--- src/ddn_pkg.sv ---
// ----------------------------------------------------------------------------
// ddn_pkg
// shared types, constants and the month-start table of the date converter
// ----------------------------------------------------------------------------
`default_nettype none

package ddn_pkg;

  localparam logic        KIND_TO_SERIAL = 1'b0;
  localparam logic        KIND_TO_DATE   = 1'b1;

  localparam logic [11:0] YEAR_BASE      = 12'd1900;
  localparam logic [16:0] DAYS_YEAR      = 17'd365;
  localparam logic [16:0] DAYS_QUAD      = 17'd1461;
  localparam logic [8:0]  LEAP_DAY_IDX   = 9'd59;
  localparam logic [16:0] RANGE_LO       = 17'd2;
  localparam logic [16:0] RANGE_HI       = 17'd73109;
  localparam logic [19:0] SERIAL_MAX     = 20'd131071;

  // reciprocal of 1461 scaled by 2**27, exact for the quotient range used
  localparam logic [16:0] RECIP_QUAD     = 17'd91868;
  localparam int          RECIP_SHIFT    = 27;

  typedef struct packed {
    logic s1;
    logic s2;
    logic s3;
    logic s4;
  } pipe_ctl_t;

  function automatic logic [8:0] month_start(input logic [3:0] idx);
    logic [8:0] v;
    case (idx)
      4'd0:    v = 9'd0;
      4'd1:    v = 9'd31;
      4'd2:    v = 9'd59;
      4'd3:    v = 9'd90;
      4'd4:    v = 9'd120;
      4'd5:    v = 9'd151;
      4'd6:    v = 9'd181;
      4'd7:    v = 9'd212;
      4'd8:    v = 9'd243;
      4'd9:    v = 9'd273;
      4'd10:   v = 9'd304;
      4'd11:   v = 9'd334;
      default: v = 9'd0;
    endcase
    return v;
  endfunction

endpackage

`default_nettype wire

--- src/ddn_fwd.sv ---
// ----------------------------------------------------------------------------
// ddn_fwd
// date to day number datapath, four register stages
// ----------------------------------------------------------------------------
`default_nettype none

module ddn_fwd (
  input  wire logic               clk,
  input  wire ddn_pkg::pipe_ctl_t ctl,
  input  wire logic [11:0]        year,
  input  wire logic [3:0]         month,
  input  wire logic [4:0]         day,
  output logic [16:0]             serial
);

  // stage 1
  logic [11:0] dt1, dt1_next;
  logic [3:0]  mi1, mi1_next;
  logic        leap1, leap1_next;
  logic [4:0]  day1;
  // stage 2
  logic [19:0] total2, total2_next;
  // stage 3
  logic [16:0] sat3, sat3_next;

  always_comb begin
    dt1_next = (year > ddn_pkg::YEAR_BASE) ? (year - ddn_pkg::YEAR_BASE) : 12'd0;
    if (month == 4'd0) begin
      mi1_next = 4'd0;
    end else if (month > 4'd12) begin
      mi1_next = 4'd11;
    end else begin
      mi1_next = month - 4'd1;
    end
    leap1_next = (year > ddn_pkg::YEAR_BASE) && (year[1:0] == 2'b00) && (mi1_next >= 4'd2);
  end

  always_comb begin
    logic [19:0] quarter;
    quarter = (dt1 == 12'd0) ? 20'd0 : 20'((dt1 - 12'd1) >> 2);
    total2_next = 20'(dt1) * 20'(ddn_pkg::DAYS_YEAR) + quarter
                + 20'(ddn_pkg::month_start(mi1)) + 20'(day1) + 20'd1 + 20'(leap1);
  end

  always_comb begin
    sat3_next = (total2 > ddn_pkg::SERIAL_MAX) ? 17'(ddn_pkg::SERIAL_MAX) : total2[16:0];
  end

  always_ff @(posedge clk) begin
    if (ctl.s1) begin
      dt1   <= dt1_next;
      mi1   <= mi1_next;
      leap1 <= leap1_next;
      day1  <= day;
    end
    if (ctl.s2) begin
      total2 <= total2_next;
    end
    if (ctl.s3) begin
      sat3 <= sat3_next;
    end
    if (ctl.s4) begin
      serial <= sat3;
    end
  end

endmodule

`default_nettype wire

--- src/ddn_rev.sv ---
// ----------------------------------------------------------------------------
// ddn_rev
// day number to date datapath, four register stages
// ----------------------------------------------------------------------------
`default_nettype none

module ddn_rev (
  input  wire logic               clk,
  input  wire ddn_pkg::pipe_ctl_t ctl,
  input  wire logic [16:0]        day_number,
  output logic [11:0]             year_val,
  output logic [3:0]              month_val,
  output logic [4:0]              day_val,
  output logic                    rng_val
);

  // stage 1
  logic        rng1, small1;
  logic [8:0]  e1;
  logic [16:0] f1;
  logic [16:0] e1_full;
  // stage 2
  logic        rng2, small2;
  logic [8:0]  e2;
  logic [16:0] f2;
  logic [5:0]  c2;
  logic [33:0] prod;
  // stage 3
  logic        rng3, leap3;
  logic [11:0] y3, y3_next;
  logic [8:0]  d03, d03_next;
  logic        leap3_next;
  // stage 4
  logic [3:0]  m4_next;
  logic [4:0]  dd4_next;

  assign e1_full = day_number - ddn_pkg::RANGE_LO;
  assign prod    = 34'(f1) * 34'(ddn_pkg::RECIP_QUAD);

  always_comb begin
    logic [16:0] quad_days;
    logic [10:0] r;
    logic [1:0]  k;
    logic [10:0] k_days;
    quad_days = 17'(c2) * ddn_pkg::DAYS_QUAD;
    r = 11'(f2 - quad_days);
    k = 2'(r >= 11'd365) + 2'(r >= 11'd730) + 2'(r >= 11'd1095);
    k_days = 11'(k) * 11'(ddn_pkg::DAYS_YEAR);
    if (small2) begin
      y3_next    = ddn_pkg::YEAR_BASE;
      d03_next   = e2;
      leap3_next = 1'b0;
    end else begin
      y3_next    = ddn_pkg::YEAR_BASE + 12'd1 + 12'({c2, 2'b00}) + 12'(k);
      d03_next   = 9'(r - k_days);
      leap3_next = (k == 2'd3);
    end
  end

  always_comb begin
    logic [8:0] d0a;
    logic [3:0] cnt;
    logic [8:0] dd;
    d0a = (leap3 && d03 > ddn_pkg::LEAP_DAY_IDX) ? d03 - 9'd1 : d03;
    cnt = 4'd0;
    for (int i = 1; i < 12; i++) begin
      cnt = cnt + 4'(d0a >= ddn_pkg::month_start(4'(i)));
    end
    dd = d0a - ddn_pkg::month_start(cnt) + 9'd1;
    if (dd < 9'd1) begin
      dd = 9'd1;
    end else if (dd > 9'd31) begin
      dd = 9'd31;
    end
    if (leap3 && d03 == ddn_pkg::LEAP_DAY_IDX) begin
      m4_next  = 4'd2;
      dd4_next = 5'd29;
    end else begin
      m4_next  = cnt + 4'd1;
      dd4_next = dd[4:0];
    end
  end

  always_ff @(posedge clk) begin
    if (ctl.s1) begin
      rng1   <= (day_number >= ddn_pkg::RANGE_LO) && (day_number <= ddn_pkg::RANGE_HI);
      small1 <= e1_full < ddn_pkg::DAYS_YEAR;
      e1     <= e1_full[8:0];
      f1     <= e1_full - ddn_pkg::DAYS_YEAR;
    end
    if (ctl.s2) begin
      rng2   <= rng1;
      small2 <= small1;
      e2     <= e1;
      f2     <= f1;
      c2     <= prod[ddn_pkg::RECIP_SHIFT +: 6];
    end
    if (ctl.s3) begin
      rng3  <= rng2;
      y3    <= y3_next;
      d03   <= d03_next;
      leap3 <= leap3_next;
    end
    if (ctl.s4) begin
      rng_val   <= rng3;
      year_val  <= rng3 ? y3 : 12'd0;
      month_val <= rng3 ? m4_next : 4'd0;
      day_val   <= rng3 ? dd4_next : 5'd0;
    end
  end

endmodule

`default_nettype wire

--- src/date_day_number_converter.sv ---
// ----------------------------------------------------------------------------
// date_day_number_converter
// calendar date <-> serial day number, day 2 = 1 Jan 1900
// ----------------------------------------------------------------------------
// Four-stage pipeline: an item can be taken every cycle while in_stall is
// low, and its result passes stages one to four in order. Each stage holds
// its item until the next stage frees, so bubbles close up under a stall and
// in_stall rises only once all four stages are full. Kind 0 gives the day
// number (saturating at 131071), kind 1 gives year, month and day for numbers
// 2..73109 and zeros with in_range low otherwise. The reverse path's year
// split uses one 17x17 constant multiply in stage two.
`default_nettype none

module date_day_number_converter (
  input  wire logic        clk,
  input  wire logic        rst,
  input  wire logic        in_valid,
  output logic             in_stall,
  input  wire logic        kind,
  input  wire logic [11:0] year,
  input  wire logic [3:0]  month,
  input  wire logic [4:0]  day,
  input  wire logic [16:0] day_number,
  output logic             out_valid,
  input  wire logic        out_stall,
  output logic [16:0]      serial_out,
  output logic [11:0]      year_out,
  output logic [3:0]       month_out,
  output logic [4:0]       day_out,
  output logic             in_range
);

  ddn_pkg::pipe_ctl_t ctl;
  logic               adv1, adv2, adv3, adv4;
  logic               v1, v2, v3;
  logic               k1, k2, k3, k4;
  logic [16:0]        fwd_serial;
  logic [11:0]        rev_year;
  logic [3:0]         rev_month;
  logic [4:0]         rev_day;
  logic               rev_rng;

  assign adv4     = !out_valid || !out_stall;
  assign adv3     = !v3 || adv4;
  assign adv2     = !v2 || adv3;
  assign adv1     = !v1 || adv2;
  assign ctl      = '{s1: adv1, s2: adv2, s3: adv3, s4: adv4};
  assign in_stall = !adv1;

  always_ff @(posedge clk) begin
    if (rst) begin
      v1        <= 1'b0;
      v2        <= 1'b0;
      v3        <= 1'b0;
      out_valid <= 1'b0;
    end else begin
      if (ctl.s1) begin
        v1 <= in_valid;
      end
      if (ctl.s2) begin
        v2 <= v1;
      end
      if (ctl.s3) begin
        v3 <= v2;
      end
      if (ctl.s4) begin
        out_valid <= v3;
      end
    end
  end

  always_ff @(posedge clk) begin
    if (ctl.s1) begin
      k1 <= kind;
    end
    if (ctl.s2) begin
      k2 <= k1;
    end
    if (ctl.s3) begin
      k3 <= k2;
    end
    if (ctl.s4) begin
      k4 <= k3;
    end
  end

  ddn_fwd u_fwd (
    .clk    (clk),
    .ctl    (ctl),
    .year   (year),
    .month  (month),
    .day    (day),
    .serial (fwd_serial)
  );

  ddn_rev u_rev (
    .clk        (clk),
    .ctl        (ctl),
    .day_number (day_number),
    .year_val   (rev_year),
    .month_val  (rev_month),
    .day_val    (rev_day),
    .rng_val    (rev_rng)
  );

  always_comb begin
    if (k4 == ddn_pkg::KIND_TO_DATE) begin
      serial_out = 17'd0;
      year_out   = rev_year;
      month_out  = rev_month;
      day_out    = rev_day;
      in_range   = rev_rng;
    end else begin
      serial_out = fwd_serial;
      year_out   = 12'd0;
      month_out  = 4'd0;
      day_out    = 5'd0;
      in_range   = 1'b1;
    end
  end

endmodule

`default_nettype wire

--- config.mk ---
export PLATFORM = sky130hd
export DESIGN_NAME = date_day_number_converter
export DESIGN_NICKNAME = d
export VERILOG_FILES = /design/src/ddn_pkg.sv /design/src/ddn_fwd.sv /design/src/ddn_rev.sv /design/src/date_day_number_converter.sv
export SDC_FILE = /design/constraint.sdc
export NUM_CORES = 1
export LEC_CHECK = 0
export ABC_AREA = 1
export ABC_CLOCK_PERIOD_IN_PS = 8800
export BUFFER_PORTS_ARGS = -buffer_cell sky130_fd_sc_hd__buf_2
export CAP_MARGIN = 20
export CORE_MARGIN = 2
export CORE_UTILIZATION = 31
export CTS_CLUSTER_DIAMETER = 100
export DETAILED_ROUTE_END_ITERATION = 10
export HOLD_SLACK_MARGIN = 0.05
export SLEW_MARGIN = 20
export SYNTH_ARGS = -nofsm -noshare
export SYNTH_HDL_FRONTEND = slang
export SYNTH_HIERARCHICAL = 1
export SYNTH_SLANG_ARGS = --single-unit
--- constraint.sdc ---
create_clock -name clk -period 8.8 [get_ports clk]
set_input_delay 0 -clock clk [delete_from_list [all_inputs] [get_ports clk]]
set_output_delay 0 -clock clk [all_outputs]
set_load 0.02 [all_outputs]
==> results of run 1 <==
routing by layer:
metal / up-vias / GRT usage [%] / part of all wire, %
met4: 2 / 2.63 / 1.4
met1: 6396 / 18.3 / 52
met3: 36 / 1.86 / 3.2
li1: 7042 / - / -
met5: - / 0 / 0.032
met2: 179 / 20.8 / 44
stage by stage:
| stage | util (%) | setup slack (ns) |
|---|---|---|
| 4_1_cts | 35.0 | 0.846 |
| 2_1_floorplan | - | 1.59 |
| 6_report | 35.0 | 0.810 |
| 3_5_place_dp | 33.5 | 0.856 |
| 5_1_grt | 35.0 | 0.00388 |
| 3_3_place_gp | 33.5 | 0.973 |
registers in the layout, summed over array words and instances, names as in the netlist, 4 cells and up, named ones only:
signal and count:
u_fwd/total2 20, u_fwd/sat3 17, u_fwd/serial 17, u_rev/f1 17, u_fwd/dt1 12, u_rev/y3 12
u_rev/year_val 12, u_rev/f2 11, u_rev/d03 9, u_rev/e1 9, u_rev/e2 9, u_rev/c2 6
u_fwd/day1 5, u_rev/day_val 5, u_fwd/mi1 4, u_rev/month_val 4
synthesized netlist by cell type (6+ instances only):
library cell	instances	area share, %
o21ai_0	53	1.3
a21oi_1	83	2.1
inv_2	14	0.26
dfxtp_1	13	1.3
a31oi_1	6	0.19
nor3_1	12	0.30
nor2_2	17	0.53
edfxtp_1	181	27
nand4_1	19	0.59
ha_1	266	17
or2_2	9	0.28
nor2_4	8	0.45
inv_1	540	10
nand3_1	74	1.9
o211ai_1	6	0.23
nand2_1	351	6.6
nand2_2	7	0.22
xnor2_1	24	1.1
nor2_1	138	2.6
fa_1	200	20
xor2_1	59	2.6
area by class of cell:
| type | instances | area, um2 |
|---|---|---|
| Clock buffer | 17 | 425 |
| Clock inverter | 15 | 181 |
| Fill cell | 6531 | 41600 |
| Inverter | 557 | 2100 |
| Multi-Input combinational cell | 1409 | 12200 |
| Sequential cell | 194 | 5700 |
| Tap cell | 855 | 1070 |
| Timing Repair Buffer | 124 | 813 |
worst max-delay path by stage:
| stage | slack, ns | depth (start not counted) | to | startpoint |
|---|---|---|---|---|
| global route | 0.004 | 36 | u_rev/day_val[4]$_SDFFCE_PN0P_ | u_rev/d03[4]$_DFFE_PP_ |
| floorplan | 1.59 | 37 | u_rev/day_val[0]$_SDFFCE_PN0P_ | u_rev/d03[4]$_DFFE_PP_ |
| finish | 0.81 | 36 | u_rev/day_val[4]$_SDFFCE_PN0P_ | u_rev/d03[4]$_DFFE_PP_ |
| detailed placement | 0.86 | 36 | u_rev/day_val[4]$_SDFFCE_PN0P_ | u_rev/d03[4]$_DFFE_PP_ |
| CTS | 0.85 | 36 | u_rev/day_val[4]$_SDFFCE_PN0P_ | u_rev/d03[4]$_DFFE_PP_ |
| global placement | 0.97 | 36 | u_rev/day_val[4]$_SDFFCE_PN0P_ | u_rev/d03[4]$_DFFE_PP_ |
worst reg2reg max path: cells and delay by family (launching register included):
kind	cells	cell delay, ns
adders and majority gates	8	3.49
and+or+nand+nor	18	2.17
xor gates and xnor gates	2	0.75
AOI/OAI and AO/OA	4	0.48
DFF	1	0.45
buffers and inverters	4	0.40
kinds of logic after synthesis:
logic type / count (synthesis) / synth area share [%]
buffers and inverters: 567 / 10.8
AND/OR/NAND/NOR: 660 / 14.7
AO/OA/AOI/OAI: 188 / 5.43
other: 2 / 0.0376
flip-flops: 194 / 28.5
adder cells (fa/ha/maj): 466 / 36.7
XOR/XNOR: 87 / 3.96
what timing repair did:
action	in CTS	in global routing
hold buffers	36	0
endpoints found under the hold margin	34	0
buffers inserted	0	0
==> results.yml, run 1 <==
cts:
  ctsRootBufferMaster: "clkbuf_16"
  h-tree-depth: 4
  cts_buffers: 17
  clk_pin_slew_worst_paths_ns: 0.07
  cts_tree: "built"
  cts_resized: 0
  clkSinkCount: 194
  clk_path_buf_depth: 2
  clk_latency_ns: 0.45
timing:
  tns_ns: 0
  rsz0062_at_grt: "false"
  post-route-period-util_pct: 90.8
  hold_viol: 0
  tightest_slew_ns: 0.913
  fin_skew_ns: 0.0172
  whs_ns: 0.0769
  slew_headroom_pct: 38.8
  layout_min_cycle_time_ns: 7.99
  fmax_mhz: 125
  setup_viol: 0
  maxSlewViolCount: 0
floorplanning:
  die_area_um2: 66500
  io_pins: 84
  die_h_um: 258
  core_um2: 64100
  initial_utilization_pct: 31.2
  row_count: 93
  die_w_um: 258
yosys:
  synth_ff_type: "edfxtp_1"
  yosysWarnings: 6
  async_reset_ff_share_pct: 0
  yosysSeqAreaShare_pct: 28.5
  synth_cell_type_count: 57
  synth_area_per_cell_um2: 9.24
  synth_edf_count: 181
  synth_cells: 2164
  ys_ff_latch: 194
  synthesis.area_um2: 20000
global_route:
  track_usage_pct: 12.8
  antenna_found_initial: 2
  grt_pass1_wl_mm: 69.8
  grt-ovfl-total: 0
  grt_pass1_vias: 14132
  grt_max_degree: 51
hold_path:
  holdPathStages: 3
  hold_class: "input pin to register"
  holdPathEnd: "u_rev/f1[13]$_DFFE_PP_"
  min-delay-start: "day_number[13]"
route:
  drt_wl_total_mm: 40.8
  vias_per_cell: 4.31
  vias: 13655
  first_pass_iters: 5
  antenna_left: 0
  drc: 0
  wl_per_cell_um: 12.9
  drt_iter0_drc: 605
placement:
  dpl_cell_area_um2: 21500
  dp.cells: 3103
  port_buffers: 83
  hpwl_mm: 34.4
  gp_congestion: 0.858
worst_setup_path:
  cp.required_ns: 8.99
  worstPathMaxFanout: 10
  r2r_start: "u_rev/d03[4]$_DFFE_PP_"
  r2r-end: "u_rev/day_val[4]$_SDFFCE_PN0P_"
  cp.arrival_ns: 8.18
  critPathKind: "register to register"
  end_kind: "register"
  slowest_stage: "fa_1"
  r2r_cells: 36
  r2r_slack_ns: 0.81
  start_kind: "register"
  slowest_delay_ns: 0.53
  path_delay_family: "adder cells"
  critPathBufInv: 4
final_layout:
  final_common_cell: "inv_1"
  final_cell_mix: "540 x inv_1, 350 x nand2_1, 266 x ha_1"
  drive_above_1_share_pct: 8.81
  layout.cells.non_filler: 3171
  finalNetCount: 2812
  finalInstanceArea_um2: 22500
  diodes: 0
  syn_to_final_growth_pct: 12.4
run_status:
  run_status: "completed"
flow_run:
  maxCapViolations: 0
Power of run 1 is left out: the tool's default activity adds up to more than one toggle a clock period on the data nets, which glitch-free logic cannot reach.
==> run 2: changes to the inputs <==
--- a/config.mk
+++ b/config.mk
@@ -5,7 +5,6 @@
 export SDC_FILE = /design/constraint.sdc
 export NUM_CORES = 1
 export LEC_CHECK = 0
-export ABC_AREA = 1
 export ABC_CLOCK_PERIOD_IN_PS = 8800
 export BUFFER_PORTS_ARGS = -buffer_cell sky130_fd_sc_hd__buf_2
 export CAP_MARGIN = 20
==> run 2 against run 1 <==
  * Cell area fell by 3.5%
  * Global-route usage is 0.11 points lower
  * Core utilization is 0.23 points higher
  * Worst hold slack improved by 0.0073 ns
  * Non-clock buffer count grew 6
  * Clock skew fell by 0.0036 ns
  * Critical path type unchanged
==> results.yml, run 2 <==
worst_setup_path:
  cp-startpoint: "u_rev/d03[4]$_DFFE_PP_"
  end_kind: "register"
  cp.arrival_ns: 8.50
  slowest_delay_ns: 0.68
  slowest_stage: "fa_2"
  worstPathMaxFanout: 11
  cp.required_ns: 9.00
  r2r_start: "u_rev/d03[4]$_DFFE_PP_"
  cp_common_cell: "fa_1"
  r2r-end: "u_rev/day_val[4]$_SDFFCE_PN0P_"
  critPathKind: "register to register"
  r2r_slack_ns: 0.50
  r2r_cells: 28
  cp-endpoint: "u_rev/day_val[4]$_SDFFCE_PN0P_"
  start_kind: "register"
timing:
  fin_skew_ns: 0.0136
  setup_viol: 0
  maxSlewViolCount: 0
  slew_headroom_pct: 36.0
  tightest_slew_ns: 0.955
  fmax_mhz: 120
  tns_ns: 0
  layout_min_cycle_time_ns: 8.30
  final.setup.worst_slack_ns: 0.495
  rsz0062_at_grt: "false"
  hold_viol: 0
  post-route-period-util_pct: 94.4
yosys:
  synth_edf_count: 181
  ys_top_cells_by_area: "edfxtp_1 28%, fa_1 21%, ha_1 17%"
  synth_area_leader_cell: "edfxtp_1"
  yosysSeqAreaShare_pct: 29.6
  ys_top_cells_by_count: "362 x inv_1, 266 x ha_1, 200 x fa_1, 181 x edfxtp_1, 85 x nand2_1"
  synth_fa_ha_area_share_pct: 38.1
  yosysWarnings: 6
  synth_xor_area_share_pct: 4.85
  synth-simple-area-share_pct: 10.1
  synth_compound_area_share_pct: 9.22
  yosysMostFrequentCell: "inv_1"
  synth_ff_type: "edfxtp_1"
  muxShareOfSynthArea_pct: 0.527
  synth_cell_type_count: 89
  synth_area_per_cell_um2: 10.7
  synthesis.area_um2: 19200
  ys_ff_latch: 194
  synth_top_family_by_area: "adder cells"
  synth_cells: 1792
  synth_top_area_share_pct: 28.3
  async_reset_ff_share_pct: 0
route:
  first_pass_iters: 5
  vias_per_cell: 4.62
  drc: 0
  wl_per_cell_um: 14.3
  antenna_left: 0
  drt_wl_total_mm: 39.1
  vias: 12625
  drt_iter0_drc: 633
run_status:
  run_status: "completed"
global_route:
  grt_max_degree: 54
  grt_busiest_layer: "met2"
  grt_pass1_vias: 13177
  grt-ovfl-total: 0
  grt_pass1_wl_mm: 66.2
  met3_usage_pct: 1.58
  antenna_found_initial: 2
  use_met2_pct: 20.8
  track_usage_pct: 12.7
  grt_util_met1_pct: 18.1
final_layout:
  diodes: 0
  largest_reg_flops: 20
  largest_register: "u_fwd/total2"
  final_common_cell: "inv_1"
  finalInstanceArea_um2: 21700
  layout.cells.non_filler: 2730
  final_cell_mix: "362 x inv_1, 266 x ha_1, 199 x fa_1"
  syn_to_final_growth_pct: 12.7
  drive_above_1_share_pct: 8.45
  finalNetCount: 2436
cts:
  clk_path_buf_depth: 2
  clkSinkCount: 194
  ctsRootBufferMaster: "clkbuf_16"
  clk_latency_ns: 0.45
  clk_pin_slew_worst_paths_ns: 0.08
  cts_tree: "built"
  h-tree-depth: 4
  postCtsSetupBuffers: 0
  cts_buffers: 17
placement:
  pre_cts_slack_ns: 0.169
  dpl_cell_area_um2: 20600
  gp_congestion: 0.853
  hpwl_mm: 32.8
  dp.cells: 2658
  port_buffers: 83
floorplanning:
  row_count: 91
  core_um2: 61500
  die_h_um: 253
  die_w_um: 253
  die_area_um2: 64100
  io_pins: 84
  initial_utilization_pct: 31.3
flow_run:
  maxCapViolations: 0
hold_path:
  hold_class: "input pin to register"
run 2: stage by stage:
stage               utilization [%]  hold WS (ns)
global route                   35.3        0.0922
CTS                            35.1        0.0528
floorplan                         -        0.0691
detailed placement             33.6         0.178
finish                         35.3        0.0842
global placement               33.6         0.183
run 2: routing by layer:
layer  part of all wire [%]  vias up
li1                       -     6253
met4                    1.3        0
met3                    2.8       32
met2                     47      194
met1                     49     6146
met5                      0        -
run 2: how the worst min path moves through the flow:
stage	start	to	slack, ns	depth (start not counted)
floorplan	rst	v2$_SDFFE_PP0P_	0.07	1
global placement	kind	k1$_DFFE_PP_	0.18	1
detailed placement	day[2]	u_fwd/day1[2]$_DFFE_PP_	0.18	1
CTS	day_number[7]	u_rev/e1[7]$_DFFE_PP_	0.05	2
global route	day_number[8]	u_rev/e1[8]$_DFFE_PP_	0.09	3
finish	day_number[8]	u_rev/e1[8]$_DFFE_PP_	0.08	3
run 2: logic make-up (layout without fill, tap and decap cells):
kind of cell / after synthesis / count (layout)
adder cells (fa/ha/maj): 466 / 466
multiplexers: 10 / 10
AND/OR/NAND/NOR: 374 / 374
buffers and inverters: 382 / 524
flip-flops: 194 / 194
other: 2 / 8
AO/OA/AOI/OAI: 261 / 261
XOR/XNOR: 103 / 103
run 2: final cells by class:
cell class              instances  area [um2]
clock buffers                  17         425
clock inverters                15         168
fillers                      6125       39800
inverters                     362        1360
multi-input cells            1222       12200
flip-flops and latches        194        5700
well taps                     790         988
repair buffers                130         883
run 2: what timing repair did:
action	CTS	global route
endpoints found under the setup margin	0	4
resized for setup	0	9
hold endpoints to repair	36	0
hold buffers	38	0
run 2: worst max-delay path: cells and delay by family (launching register included):
kind	cells	cell delay [ns]
xor+xnor	1	0.15
fa+ha+maj	9	3.97
buf+inv	4	0.41
simple gates	5	1.24
mux	1	0.09
compound gates	8	1.71
flops	1	0.51
Power of run 2 is left out for the same reason.
==> run 3: changes to the inputs <==
--- a/config.mk
+++ b/config.mk
@@ -16,5 +16,5 @@
 export SLEW_MARGIN = 20
 export SYNTH_ARGS = -nofsm -noshare
 export SYNTH_HDL_FRONTEND = slang
-export SYNTH_HIERARCHICAL = 1
 export SYNTH_SLANG_ARGS = --single-unit
+export TNS_END_PERCENT = 100
==> run 3 against run 2 <==
  * Clock skew rose by 0.0012 ns
  * Largest cell class unchanged
  * First-iteration DRC count fell by 2.1%
  * Worst hold slack got worse by 0.0058 ns
  * Cell area fell by 1.1%
  * Synthesized cell count fell by 1.5%
  * Core utilization rose by 0.19 points
  * Critical path depth rose by 3
==> results.yml, run 3 <==
yosys:
  synth_area_leader_cell: "edfxtp_1"
  ys_top_cells_by_area: "edfxtp_1 29%, fa_1 21%, ha_1 18%"
  synthesis.area_um2: 19000
  synth_cell_type_count: 79
  synth_top_area_share_pct: 28.6
  synth_cells: 1765
  ys_top_cells_by_count: "362 x inv_1, 274 x ha_1, 199 x fa_1, 181 x edfxtp_1, 87 x nor2_1"
  yosysSeqAreaShare_pct: 29.9
  synth_edf_count: 181
  ys_ff_latch: 194
  yosysWarnings: 0
  yosysMostFrequentCell: "inv_1"
  async_reset_ff_share_pct: 0
  synth_area_per_cell_um2: 10.8
  synth_ff_type: "edfxtp_1"
worst_setup_path:
  critPathKind: "register to register"
  path_delay_family: "adder cells"
  r2r_slack_ns: 0.64
  start_kind: "register"
  cp.required_ns: 8.99
  slowest_stage: "fa_1"
  slowest_delay_ns: 0.65
  critPathBufInv: 5
  r2r_start: "u_rev.d03[1]$_DFFE_PP_"
  end_kind: "register"
  cp.arrival_ns: 8.34
  r2r_cells: 31
  r2r-end: "u_rev.day_val[4]$_SDFFCE_PN0P_"
  cp-startpoint: "u_rev.d03[1]$_DFFE_PP_"
  worstPathMaxFanout: 7
timing:
  maxSlewViolCount: 0
  rsz0062_at_grt: "false"
  slew_headroom_pct: 42.0
  tns_ns: 0
  layout_min_cycle_time_ns: 8.16
  fin_skew_ns: 0.0148
  post-route-period-util_pct: 92.7
  fmax_mhz: 123
  setup_viol: 0
  tightest_slew_ns: 0.867
  hold_viol: 0
flow_run:
  maxCapViolations: 0
floorplanning:
  core_um2: 60500
  row_count: 90
  die_h_um: 252
  io_pins: 84
  die_area_um2: 63400
  die_w_um: 252
  initial_utilization_pct: 31.5
cts:
  ctsRootBufferMaster: "clkbuf_16"
  clk_latency_ns: 0.45
  cts_buffers: 17
  clk_pin_slew_worst_paths_ns: 0.08
  clk_path_buf_depth: 2
  cts_tree: "built"
  h-tree-depth: 4
  clkSinkCount: 194
global_route:
  track_usage_pct: 12.8
  grt_pass1_wl_mm: 66.5
  grt_pass1_vias: 13215
  grt_max_degree: 50
  grt-ovfl-total: 0
  antenna_found_initial: 0
final_layout:
  diodes: 0
  largest_reg_flops: 20
  final_util_pct: 35.5
  finalNetCount: 2415
  finalInstanceArea_um2: 21400
  final_common_cell: "inv_1"
  fillers: 5950
  syn_to_final_growth_pct: 12.7
  drive_above_1_share_pct: 8.63
  largest_register: "u_fwd.total2"
  final_cell_mix: "362 x inv_1, 274 x ha_1, 199 x fa_1"
hold_path:
  holdPathStages: 3
  holdPathEnd: "u_fwd.mi1[2]$_DFFE_PN_"
  hold_class: "input pin to register"
  min-delay-start: "month[2]"
route:
  first_pass_iters: 7
  vias_per_cell: 4.60
  drc: 0
  wl_per_cell_um: 14.2
  antenna_left: 0
  vias: 12383
  drt_iter0_drc: 620
  drt_wl_total_mm: 38.2
placement:
  dpl_cell_area_um2: 20400
  gp_congestion: 0.899
  hpwl_mm: 31.7
  port_buffers: 83
run_status:
  run_status: "completed"
-- run 3: cell types whose count changed in the layout (fill, tap and decap cells not counted), moves of 6 or more --
cell / delta
a21oi_1: +12
ha_1: +8
xor2_1: -9
xnor2_1: +8
o31ai_1: -6
mux2i_1: -6
a21o_1: -10
o21ai_0: -6
nand2_1: -16
-- run 3: cell type report --
| type | count | area, um2 | area share [%] |
|---|---|---|---|
| sequential | 194 | 5700 | 26.6 |
| tap | 782 | 978 | 4.56 |
| inverter | 362 | 1360 | 6.34 |
| timing repair buffer | 127 | 838 | 3.91 |
| clock inverter | 15 | 193 | 0.899 |
| clock buffer | 17 | 425 | 1.98 |
| multi-input combinational | 1197 | 12000 | 55.7 |
-- run 3: metrics by stage --
stage / setup slack (ns) / hold WS (ns) / instances
after floorplan: 1.12 / 0.0691 / 1771
after global placement: 0.560 / 0.178 / 2625
after detailed placement: 0.358 / 0.181 / 2625
after CTS: 0.334 / 0.0528 / 2691
after global routing: 0.00619 / 0.0780 / 2694
final: 0.644 / 0.0785 / 2694
-- run 3: logic make-up (layout without fill, tap and decap cells) --
logic type / Yosys count / in the layout / share of synthesized area [%]
muxes: 6 / 6 / 0.335
other: 2 / 8 / 0.0395
buffers and inverters: 380 / 521 / 7.51
DFF: 194 / 194 / 29.9
AOI/OAI and AO/OA: 248 / 248 / 8.33
adders and majority gates: 473 / 473 / 39.0
and+or+nand+nor: 362 / 362 / 10.1
xor gates and xnor gates: 100 / 100 / 4.76
-- run 3: worst max path at each step --
stage               cells past startpoint                              to
floorplan                              33  u_rev.day_val[2]$_SDFFCE_PN0P_
global placement                       32  u_rev.day_val[3]$_SDFFCE_PN0P_
detailed placement                     32  u_rev.day_val[4]$_SDFFCE_PN0P_
CTS                                    32  u_rev.day_val[4]$_SDFFCE_PN0P_
global route                           31  u_rev.day_val[2]$_SDFFCE_PN0P_
finish                                 31  u_rev.day_val[4]$_SDFFCE_PN0P_
-- run 3: what timing repair did --
action | 4_1_cts | 5_1_grt
setup endpoints to repair | 0 | 5
gates resized for setup | 0 | 3
setup buffers | 0 | 2
endpoints found under the hold margin | 32 | 0
hold buffers | 34 | 0
-- run 3: tightest hold or removal path, delay by kind of cell --
kind | cells | cell delay [ns]
compound gates | 2 | 0.22
buf+inv | 1 | 0.12
-- run 3: per-layer routing --
layer  track usage (%)  routed length [um]  up-vias
met4              2.43                 327        0
met1              18.1               19000     6073
met2              21.3               18000      178
met3              1.46                 898       23
met5                 0                   0        -
li1                  -                   -     6109
Power of run 3 is left out for the same reason.
